===== config.mk =====
export PLATFORM = sky130hd
export DESIGN_NAME = winnowing_fingerprint_selector_unit
export DESIGN_NICKNAME = d
export VERILOG_FILES = /design/src/hw/rtl/wfs_pkg.sv /design/src/hw/rtl/wfs_cell.sv /design/src/hw/rtl/winnowing_fingerprint_selector_unit.sv
export SDC_FILE = /design/constraint.sdc
export NUM_CORES = 2
export LEC_CHECK = 0
export ABC_AREA = 1
export BUFFER_PORTS_ARGS = -buffer_cell sky130_fd_sc_hd__buf_4
export CAP_MARGIN = 20
export CORE_ASPECT_RATIO = 0.9
export CORE_MARGIN = 8
export CORE_UTILIZATION = 70
export CTS_BUF_LIST = sky130_fd_sc_hd__clkbuf_4
export DETAILED_ROUTE_END_ITERATION = 12
export PLACE_DENSITY = 0.84
export RECOVER_POWER = 25
export SLEW_MARGIN = 20
export SYNTH_ARGS = -nofsm -noshare
export SYNTH_HDL_FRONTEND = slang
export SYNTH_SLANG_ARGS = --single-unit

===== constraint.sdc =====
create_clock -name clk_i -period 74.8 [get_ports clk_i]
set_input_delay 11.22 -clock clk_i [delete_from_list [all_inputs] [get_ports clk_i]]
set_output_delay 11.22 -clock clk_i [all_outputs]
set_load 0.005 [all_outputs]

===== src/hw/rtl/wfs_pkg.sv =====
`default_nettype none

package wfs_pkg;

  localparam int HashW   = 64;
  localparam int PosW    = 32;
  localparam int CfgW    = 5;
  localparam logic [CfgW-1:0] CfgWinReset = CfgW'(5);

  // One prefix-minimum entry: the smallest hash among the newest k+1 hashes
  // and the document position it came from.
  typedef struct packed {
    logic signed [HashW-1:0] value;
    logic [PosW-1:0]         pos;
  } entry_t;

endpackage

`default_nettype wire


===== src/hw/rtl/wfs_cell.sv =====
`default_nettype none

// One link of the prefix-minimum chain. On each transaction the cell takes
// the smaller of the incoming hash and its neighbor's previous minimum; on a
// tie the neighbor's entry is older and wins.
module wfs_cell (
  input  wire logic           clk_i,
  input  wire logic           en_i,
  input  wire wfs_pkg::entry_t new_i,
  input  wire wfs_pkg::entry_t prev_i,
  output wfs_pkg::entry_t      pm_o
);

  wfs_pkg::entry_t pm_q;
  wfs_pkg::entry_t pm_d;

  always_comb begin
    pm_d = (new_i.value < prev_i.value) ? new_i : prev_i;
  end

  always_ff @(posedge clk_i) begin
    if (en_i) begin
      pm_q <= pm_d;
    end
  end

  assign pm_o = pm_q;

endmodule

`default_nettype wire


===== src/hw/rtl/winnowing_fingerprint_selector_unit.sv =====
`default_nettype none
// A fingerprint is registered when its hash is accepted, into the output register or the skid.
// Throughput: one hash per cycle while ready is high; each chain cell compares once per transaction.
// A two-entry output buffer (output register plus skid) lets hashes keep flowing
// while one fingerprint waits; ready drops only when both entries are full.
// Reset clears the window size to 5, positions, fill count and the output buffer;
// the chain cells hold no reset and need no clearing pass.

module winnowing_fingerprint_selector_unit #(
  parameter int MAX_WINDOW = 16
) (
  input  wire logic                            clk_i,
  input  wire logic                            rst_ni,
  input  wire logic                            cfg_we_i,
  input  wire logic [wfs_pkg::CfgW-1:0]        cfg_wdata_i,
  input  wire logic                            in_valid_i,
  output logic                                 in_ready_o,
  input  wire logic signed [wfs_pkg::HashW-1:0] hash_value_i,
  input  wire logic                            doc_start_i,
  output logic                                 out_valid_o,
  input  wire logic                            out_ready_i,
  output logic signed [wfs_pkg::HashW-1:0]     fingerprint_o
);

  localparam int CntW = $clog2(MAX_WINDOW + 1);
  localparam int IdxW = (MAX_WINDOW > 1) ? $clog2(MAX_WINDOW) : 1;

  logic [wfs_pkg::CfgW-1:0] win_cfg_q;
  logic [CntW-1:0]          fill_q, fill_d, fill_new;
  logic [wfs_pkg::PosW-1:0] pos_cnt_q, pos_cnt_d, pos_new;
  logic [wfs_pkg::PosW-1:0] last_min_q, last_min_d;
  logic                     emitted_q, emitted_d, emitted_cur;
  logic [CntW-1:0]          win_eff;
  logic [IdxW-1:0]          sel_idx;
  logic                     in_acc, out_take, emit;

  wfs_pkg::entry_t new_ent, prev_ent, cand;
  wfs_pkg::entry_t pm [MAX_WINDOW];

  wfs_pkg::entry_t out_q, out_d, skid_q, skid_d;
  logic            out_valid_q, out_valid_d, skid_valid_q, skid_valid_d;

  assign in_ready_o    = !skid_valid_q;
  assign in_acc        = in_valid_i && in_ready_o;
  assign out_take      = out_valid_q && out_ready_i;
  assign out_valid_o   = out_valid_q;
  assign fingerprint_o = out_q.value;

  // Clamp window size into 1..MAX_WINDOW.
  always_comb begin
    if (win_cfg_q == '0) begin
      win_eff = CntW'(1);
    end else if (32'(win_cfg_q) > MAX_WINDOW) begin
      win_eff = CntW'(MAX_WINDOW);
    end else begin
      win_eff = CntW'(win_cfg_q);
    end
  end

  assign pos_new     = doc_start_i ? '0 : pos_cnt_q;
  assign emitted_cur = doc_start_i ? 1'b0 : emitted_q;

  always_comb begin
    if (doc_start_i) begin
      fill_new = CntW'(1);
    end else if (fill_q == CntW'(MAX_WINDOW)) begin
      fill_new = fill_q;
    end else begin
      fill_new = fill_q + CntW'(1);
    end
  end

  assign new_ent.value = hash_value_i;
  assign new_ent.pos   = pos_new;

  // Chain of prefix-minimum cells: cell k covers the newest k+1 hashes.
  for (genvar k = 0; k < MAX_WINDOW; k++) begin : g_cell
    if (k == 0) begin : g_head
      wfs_cell u_cell (
        .clk_i  (clk_i),
        .en_i   (in_acc),
        .new_i  (new_ent),
        .prev_i (new_ent),
        .pm_o   (pm[k])
      );
    end else begin : g_link
      wfs_cell u_cell (
        .clk_i  (clk_i),
        .en_i   (in_acc),
        .new_i  (new_ent),
        .prev_i (pm[k-1]),
        .pm_o   (pm[k])
      );
    end
  end

  // Window minimum after this shift equals cell (w-1)'s next value.
  assign sel_idx  = IdxW'(win_eff - CntW'(2));
  assign prev_ent = pm[sel_idx];

  always_comb begin
    if (win_eff == CntW'(1)) begin
      cand = new_ent;
    end else begin
      cand = (new_ent.value < prev_ent.value) ? new_ent : prev_ent;
    end
  end

  assign emit = in_acc && (fill_new >= win_eff) &&
                !(emitted_cur && (cand.pos == last_min_q));

  always_comb begin
    fill_d     = fill_q;
    pos_cnt_d  = pos_cnt_q;
    emitted_d  = emitted_q;
    last_min_d = last_min_q;
    if (in_acc) begin
      fill_d    = fill_new;
      pos_cnt_d = pos_new + wfs_pkg::PosW'(1);
      emitted_d = emitted_cur;
    end
    if (emit) begin
      emitted_d  = 1'b1;
      last_min_d = cand.pos;
    end
  end

  // Output register with skid: drain skid first, then place a new fingerprint.
  always_comb begin
    out_d        = out_q;
    skid_d       = skid_q;
    out_valid_d  = out_valid_q && !out_take;
    skid_valid_d = skid_valid_q;
    if (!out_valid_d && skid_valid_q) begin
      out_d        = skid_q;
      out_valid_d  = 1'b1;
      skid_valid_d = 1'b0;
    end
    if (emit) begin
      if (!out_valid_d) begin
        out_d       = cand;
        out_valid_d = 1'b1;
      end else begin
        skid_d       = cand;
        skid_valid_d = 1'b1;
      end
    end
  end

  always_ff @(posedge clk_i or negedge rst_ni) begin
    if (!rst_ni) begin
      win_cfg_q    <= wfs_pkg::CfgWinReset;
      fill_q       <= '0;
      pos_cnt_q    <= '0;
      last_min_q   <= '0;
      emitted_q    <= 1'b0;
      out_valid_q  <= 1'b0;
      skid_valid_q <= 1'b0;
    end else begin
      if (cfg_we_i) begin
        win_cfg_q <= cfg_wdata_i;
      end
      fill_q       <= fill_d;
      pos_cnt_q    <= pos_cnt_d;
      last_min_q   <= last_min_d;
      emitted_q    <= emitted_d;
      out_valid_q  <= out_valid_d;
      skid_valid_q <= skid_valid_d;
    end
  end

  always_ff @(posedge clk_i) begin
    out_q  <= out_d;
    skid_q <= skid_d;
  end

endmodule

`default_nettype wire


After elaboration in Yosys (flattened, before gate mapping) --
Index checks and enable logic that the tools add are counted.
Operators by class: add/sub/neg operators 3, magnitude comparators 19, eq/ne operators 3, mux-type cells 36, bitwise logic cells 1, reduce and logical (&&, ||, !) cells 14
Operators by type and width (number):
- $mux 96 | 22
- $lt 64x64->1 | 16
- $bmux 96 s4 | 1
- $add 32x1->32 const B | 1
- $eq 32x32->1 | 1
- $mux 32 | 1
- $mux 5 | 4
- $mux 1 | 8
- $logic_and 1x1->1 | 7
- $add 5x1->5 const B | 1
- $eq 5x1->1 const B | 1
- $eq 5x5->1 const B | 1
- $ge 5x5->1 | 1
- $ge 5x5->1 const B | 1
- $gt 5x5->1 const B | 1
- $logic_not 5->1 | 1
- $not 4->5 | 1
- $logic_not 1->1 | 4
- $sub 4x2->4 const B | 1
- $reduce_and 2->1 | 1
- $reduce_bool 2->1 | 1
Storage, ports and cells: flip-flop bits (word level) 1805, input port bits 75, output and inout bits 66, logic and storage cells 119

Logic depth before layout (Yosys ltp) --
word-level depth 16, depth in mapped cells 49, gate-level depth less buffers 37

By module --
Synthesis repeated with hierarchy kept, for this count alone.
Unflattened totals: cell total of the unflattened synthesis 15387, area total of the unflattened synthesis 123206.9 um^2
By module, submodules not included:
- wfs_cell | instances 16, cells an instance 694, area each 6105.9 um^2, seq. area each 2882.8 um^2
- winnowing_fingerprint_selector_unit | instances 1, cells an instance 4283, area each 25513.2 um^2, seq. area each 5132.4 um^2

Worst setup path after synthesis --
Ideal clock, no wire load.
path type input to register, start point in in_valid_i, end point reg fill_q[1], setup time 1.901 ns, arrival 54.044 ns, data required time 72.899 ns, setup slack 18.855 ns, stages on the path 5, path buffers 2, cell sequence nand2_1 clkbuf_1 inv_1 clkbuf_1 o21ai_0
On the way: word-level cells in the longest chain between the ends 1
RTL lines:
- from (decl) | line winnowing_fingerprint_selector_unit.sv:16 | input wire logic in_valid_i,
- $logic_and 1x1->1 | line winnowing_fingerprint_selector_unit.sv:44 | assign in_acc = in_valid_i && in_ready_o;
- named net g_cell[0].g_head.u_cell.en_i | line wfs_cell.sv:8 | input wire logic en_i,
- to (signal assigned) | line winnowing_fingerprint_selector_unit.sv:163 | fill_q <= fill_d;
- to (decl) | line winnowing_fingerprint_selector_unit.sv:29 | logic [CntW-1:0] fill_q, fill_d, fill_new;
The timed path passes the listed nets, and every way through them passes these cells. A chain may end at the register's enable or synchronous reset.

Final worst setup path --
start point in in_valid_i, end point reg g_cell[3].g_link.u_cell.pm_q (netlist bit g_cell[3].g_link.u_cell.pm_o[73]), enable pin
On the way: word-level cells in the longest chain between the ends 1
RTL lines:
- $logic_and 1x1->1 | line winnowing_fingerprint_selector_unit.sv:44
- to (signal assigned) | line wfs_cell.sv:23 | pm_q <= pm_d;
- to (decl) | line wfs_cell.sv:14 | wfs_pkg::entry_t pm_q;
No other way between the ends.

==> implementation parameters <==
Parameter                              Value

Status
  Run status ... finished, violations left
  Violations in the final reports ... max-capacitance violations, max-slew violations

Worst setup path
  Reg-to-Reg End ... g_cell[3].g_link.u_cell.pm_o[73]
  Arrival time at the worst endpoint ... 25.73 ns
  Internal reg-to-reg setup slack ... 59.38 ns
  Timing startpoint of the critical path ... in_valid_i
  Depth of the worst register-to-register path ... 7
  Critical path class ... in -> reg
  Required time at the worst-slack endpoint ... 75.82 ns
  Worst Setup Start Kind ... input port
  Startpoint of the most critical register-to-register path ... skid_valid_q
  Crit-path max FO ... 178
  Crit path capture ... g_cell[3].g_link.u_cell.pm_o[73]
  Critical Path End Type ... flip-flop

Clocking
  Worst-Skew Late Latency ... 1.41 ns
  Count of buffers added by post-CTS timing repair for setup ... 0
  Number of resized instances in the post-cts repair step ... 0
  Number of buffers created by CTS ... 455
  Bufs on Longest Clock Path ... 4
  Number of buffers inserted by hold repair at cts ... 0
  Clock-pin slew on the worst setup and hold paths ... 0.08 ns
  CTS H-tree depth ... 5
  Root buf cell ... clkbuf_4
  TritonCTS Sinks ... 1741
  TritonCTS clock tree ... done

Timing
  Max Slew Vio Count ... 1884
  Min cycle time layout ... 24.71 ns
  Setup total negative slack ... 0 ns
  Setup Skew ... 0.0979 ns
  Hold slack ... 0.487 ns
  Endpoints failing setup ... 0
  Max transition margin ... -5.64
  Max Fclk ... 0.0405 GHz
  Slew at the pin closest to its max-slew limit ... 9.96 ns
  Final worst-path cycle share ... 0.330
  Hold violation total from the final report ... 0
  Setup repair after global routing missed its margin ... no

Min path
  Worst hold path type ... reg -> reg
  Hold Path Depth ... 2

Die
  Die Height ... 391 um
  Die area ... 0.170 mm2
  Die Width ... 433 um
  Boundary pin count ... 141
  Initial core utilization ... 0.706
  Placeable core area ... 0.155 mm2
  Cell Rows ... 137

GRT
  Met1 Usage GRT ... 0.549
  Busiest layer in global routing ... met2
  Final global-route overflow total ... 0
  Global routing usage summed across all routing layers ... 0.408
  Via count of the first global-routing pass ... 93900
  Wire length of the first global-routing pass ... 541000 um
  Pin count of the biggest net entering global routing ... 185
  Initial antenna violation count ... 19
  GR Util met3 ... 0.112
  Met2 Resource Use GR ... 0.611

Drt
  DR iter-0 viols ... 15700
  DR WL/cell ... 24.0 um
  Number of detailed-route iterations in the first pass ... 9
  DRC viols ... 0
  Per-cell via count in the routed design ... 6.59
  Via count ... 98900
  Final antenna-violating net count ... 0
  Routed wire length ... 360000 um

Yosys
  Compound-gate portion of the synthesized area ... 0.193
  Warning count from the yosys run ... 0
  Share of synthesized flip-flops with an asynchronous set or reset ... 0.0442
  Post-synthesis simple-gate area fraction ... 0.137
  Cell Area, Synth ... 0.110 mm2
  Mapped Nets ... 13800
  Share of the synthesized netlist area taken by xor and xnor gates ... 0.00286
  Proportion of synthesized chip area in sequential cells ... 0.468
  Number of enable flip-flop cells after synthesis ... 1600
  Portion of netlist area occupied by mux cells ... 0.00708
  Dominant combinational cell family by area after synthesis ... compound AO/OA/AOI/OAI gates
  Synthesized instance count ... 12700
  Register bit count reported by yosys ... 1741
  Synthesized-area fraction occupied by adder cells ... 0.116
  Prevailing post-synth register cell ... edfxtp_1
  Post-synthesis cell type count ... 58
  Synthesized area divided by synthesized cell count ... 8.64 um2

Placed design
  Half-perimeter wire length of the detailed placement result ... 233000 um
  Count of input and output buffers ... 140
  Final weighted congestion in routability-driven placement ... 0.991

Power
  Largest vdd supply drop ... 0.0000480 V
  Power density relative to cell area ... 40.4 mW/mm2
  Leakage ... 49.8 nW

Finish
  Fraction of layout cells with a size suffix above 1 ... 0.0787
  Net total in the final layout ... 13700
  Synthesis-to-finish area growth ... 6.58%
  Most common library cell in the layout ignoring fill and taps ... nand2_1
  Highest-count cells in the layout ignoring fill and taps ... nand2_1 (2552), o21ai_0 (2392), edfxtp_1 (1600), inv_1 (1390), ha_1 (1016)

Run
  Max-capacitance violation count ... 47
==> registers in the layout, summed over array words and instances (netlist names) <==
| name | cells |
|---|---|
| emitted_q | 1 |
| pos_cnt_q | 32 |
| skid_valid_q | 1 |
| g_cell.g_link.u_cell.pm_o | 1440 |
| fingerprint_o | 64 |
| out_valid_o | 1 |
| skid_q | 64 |
| fill_q | 5 |
| last_min_q | 32 |
| win_cfg_q | 5 |
| g_cell.g_head.u_cell.pm_o | 96 |
==> worst max-delay path: stages <==
cell and delay [ns]:
clkbuf_4 0.10, nand2_1 0.33, clkinvlp_2 3.49, clkbuf_1 7.26
buf_4 1.49, buf_4 0.81, buf_4 0.76
==> cell type report <==
type	count	area (um2)
inverters	1403	5290
clock inverters	105	578
clock buffers	687	5160
multi-input cells	8741	50300
fillers	11600	38500
diodes	16	40.0
well taps	2085	2610
repair buffers	239	1620
flip-flops and latches	1741	51300
==> stage by stage <==
stage	cell area, um2	setup slack (ns)	power [W]	cells	utilization
2_1_floorplan	110000	18.85	0.00313	12700	-
3_3_place_gp	111000	56.28	0.00369	14200	0.717
3_5_place_dp	111000	56.16	0.00378	14200	0.717
4_1_cts	117000	57.58	0.00463	15000	0.754
5_1_grt	117000	49.46	0.00499	15000	0.752
6_report	117000	50.09	0.00473	15000	0.752
==> power breakdown <==
part	total [W]	leakage, nW	switching (W)	internal [W]
logic	0.00213	28.9	0.00153	0.000595
clock network	0.000856	3.45	0.000420	0.000436
registers	0.00174	17.5	0.000182	0.00156
total	0.00473	49.8	0.00213	0.00259
==> synthesized netlist by cell type (all sizes together), types with 13 or more instances <==
cell type | count | area (um2)
xnor2 | 16 | 140
a21o | 13 | 97.6
ha | 1017 | 12700
nand3 | 214 | 1090
o221ai | 152 | 1330
nand4 | 130 | 813
o21ai | 2398 | 12000
buf | 123 | 528
o211ai | 64 | 480
dfxtp | 64 | 1280
o21a | 18 | 135
mux2 | 68 | 766
o22ai | 116 | 726
o311ai | 111 | 972
a211oi | 69 | 518
nor4 | 28 | 181
edfxtp | 1600 | 48000
nand2 | 2571 | 9670
a21oi | 851 | 4260
nand3b | 15 | 113
nor2 | 702 | 2650
clkbuf | 680 | 2550
o2111ai | 21 | 184
nor3 | 70 | 365
inv | 1402 | 5260
xor2 | 19 | 174
dfrtp | 75 | 1880
==> how the worst min path moves through the flow <==
stage,start,to,slack [ns]
after floorplan,last_min_q[20],last_min_q[20],0.44
after global placement,last_min_q[8],last_min_q[8],0.46
after detailed placement,last_min_q[26],last_min_q[26],0.47
after CTS,last_min_q[20],last_min_q[20],0.48
after global routing,last_min_q[28],last_min_q[28],0.51
final,last_min_q[3],last_min_q[3],0.49
==> per-layer routing <==
layer | vias to the layer above | share of wire
met2 | 7664 | 0.43
met4 | 10 | 0.055
met5 | - | 0.00019
met3 | 1295 | 0.15
met1 | 45500 | 0.37
li1 | 44400 | -
==> cells by family after synthesis <==
| kind of cell | count (synthesis) |
|---|---|
| AOI/OAI and AO/OA | 3865 |
| and+or+nand+nor | 3755 |
| buffers and inverters | 2206 |
| DFF | 1741 |
| adders and majority gates | 1017 |
| muxes | 69 |
| xor gates and xnor gates | 35 |
Note: power is estimated with default switching activity, not from simulation.
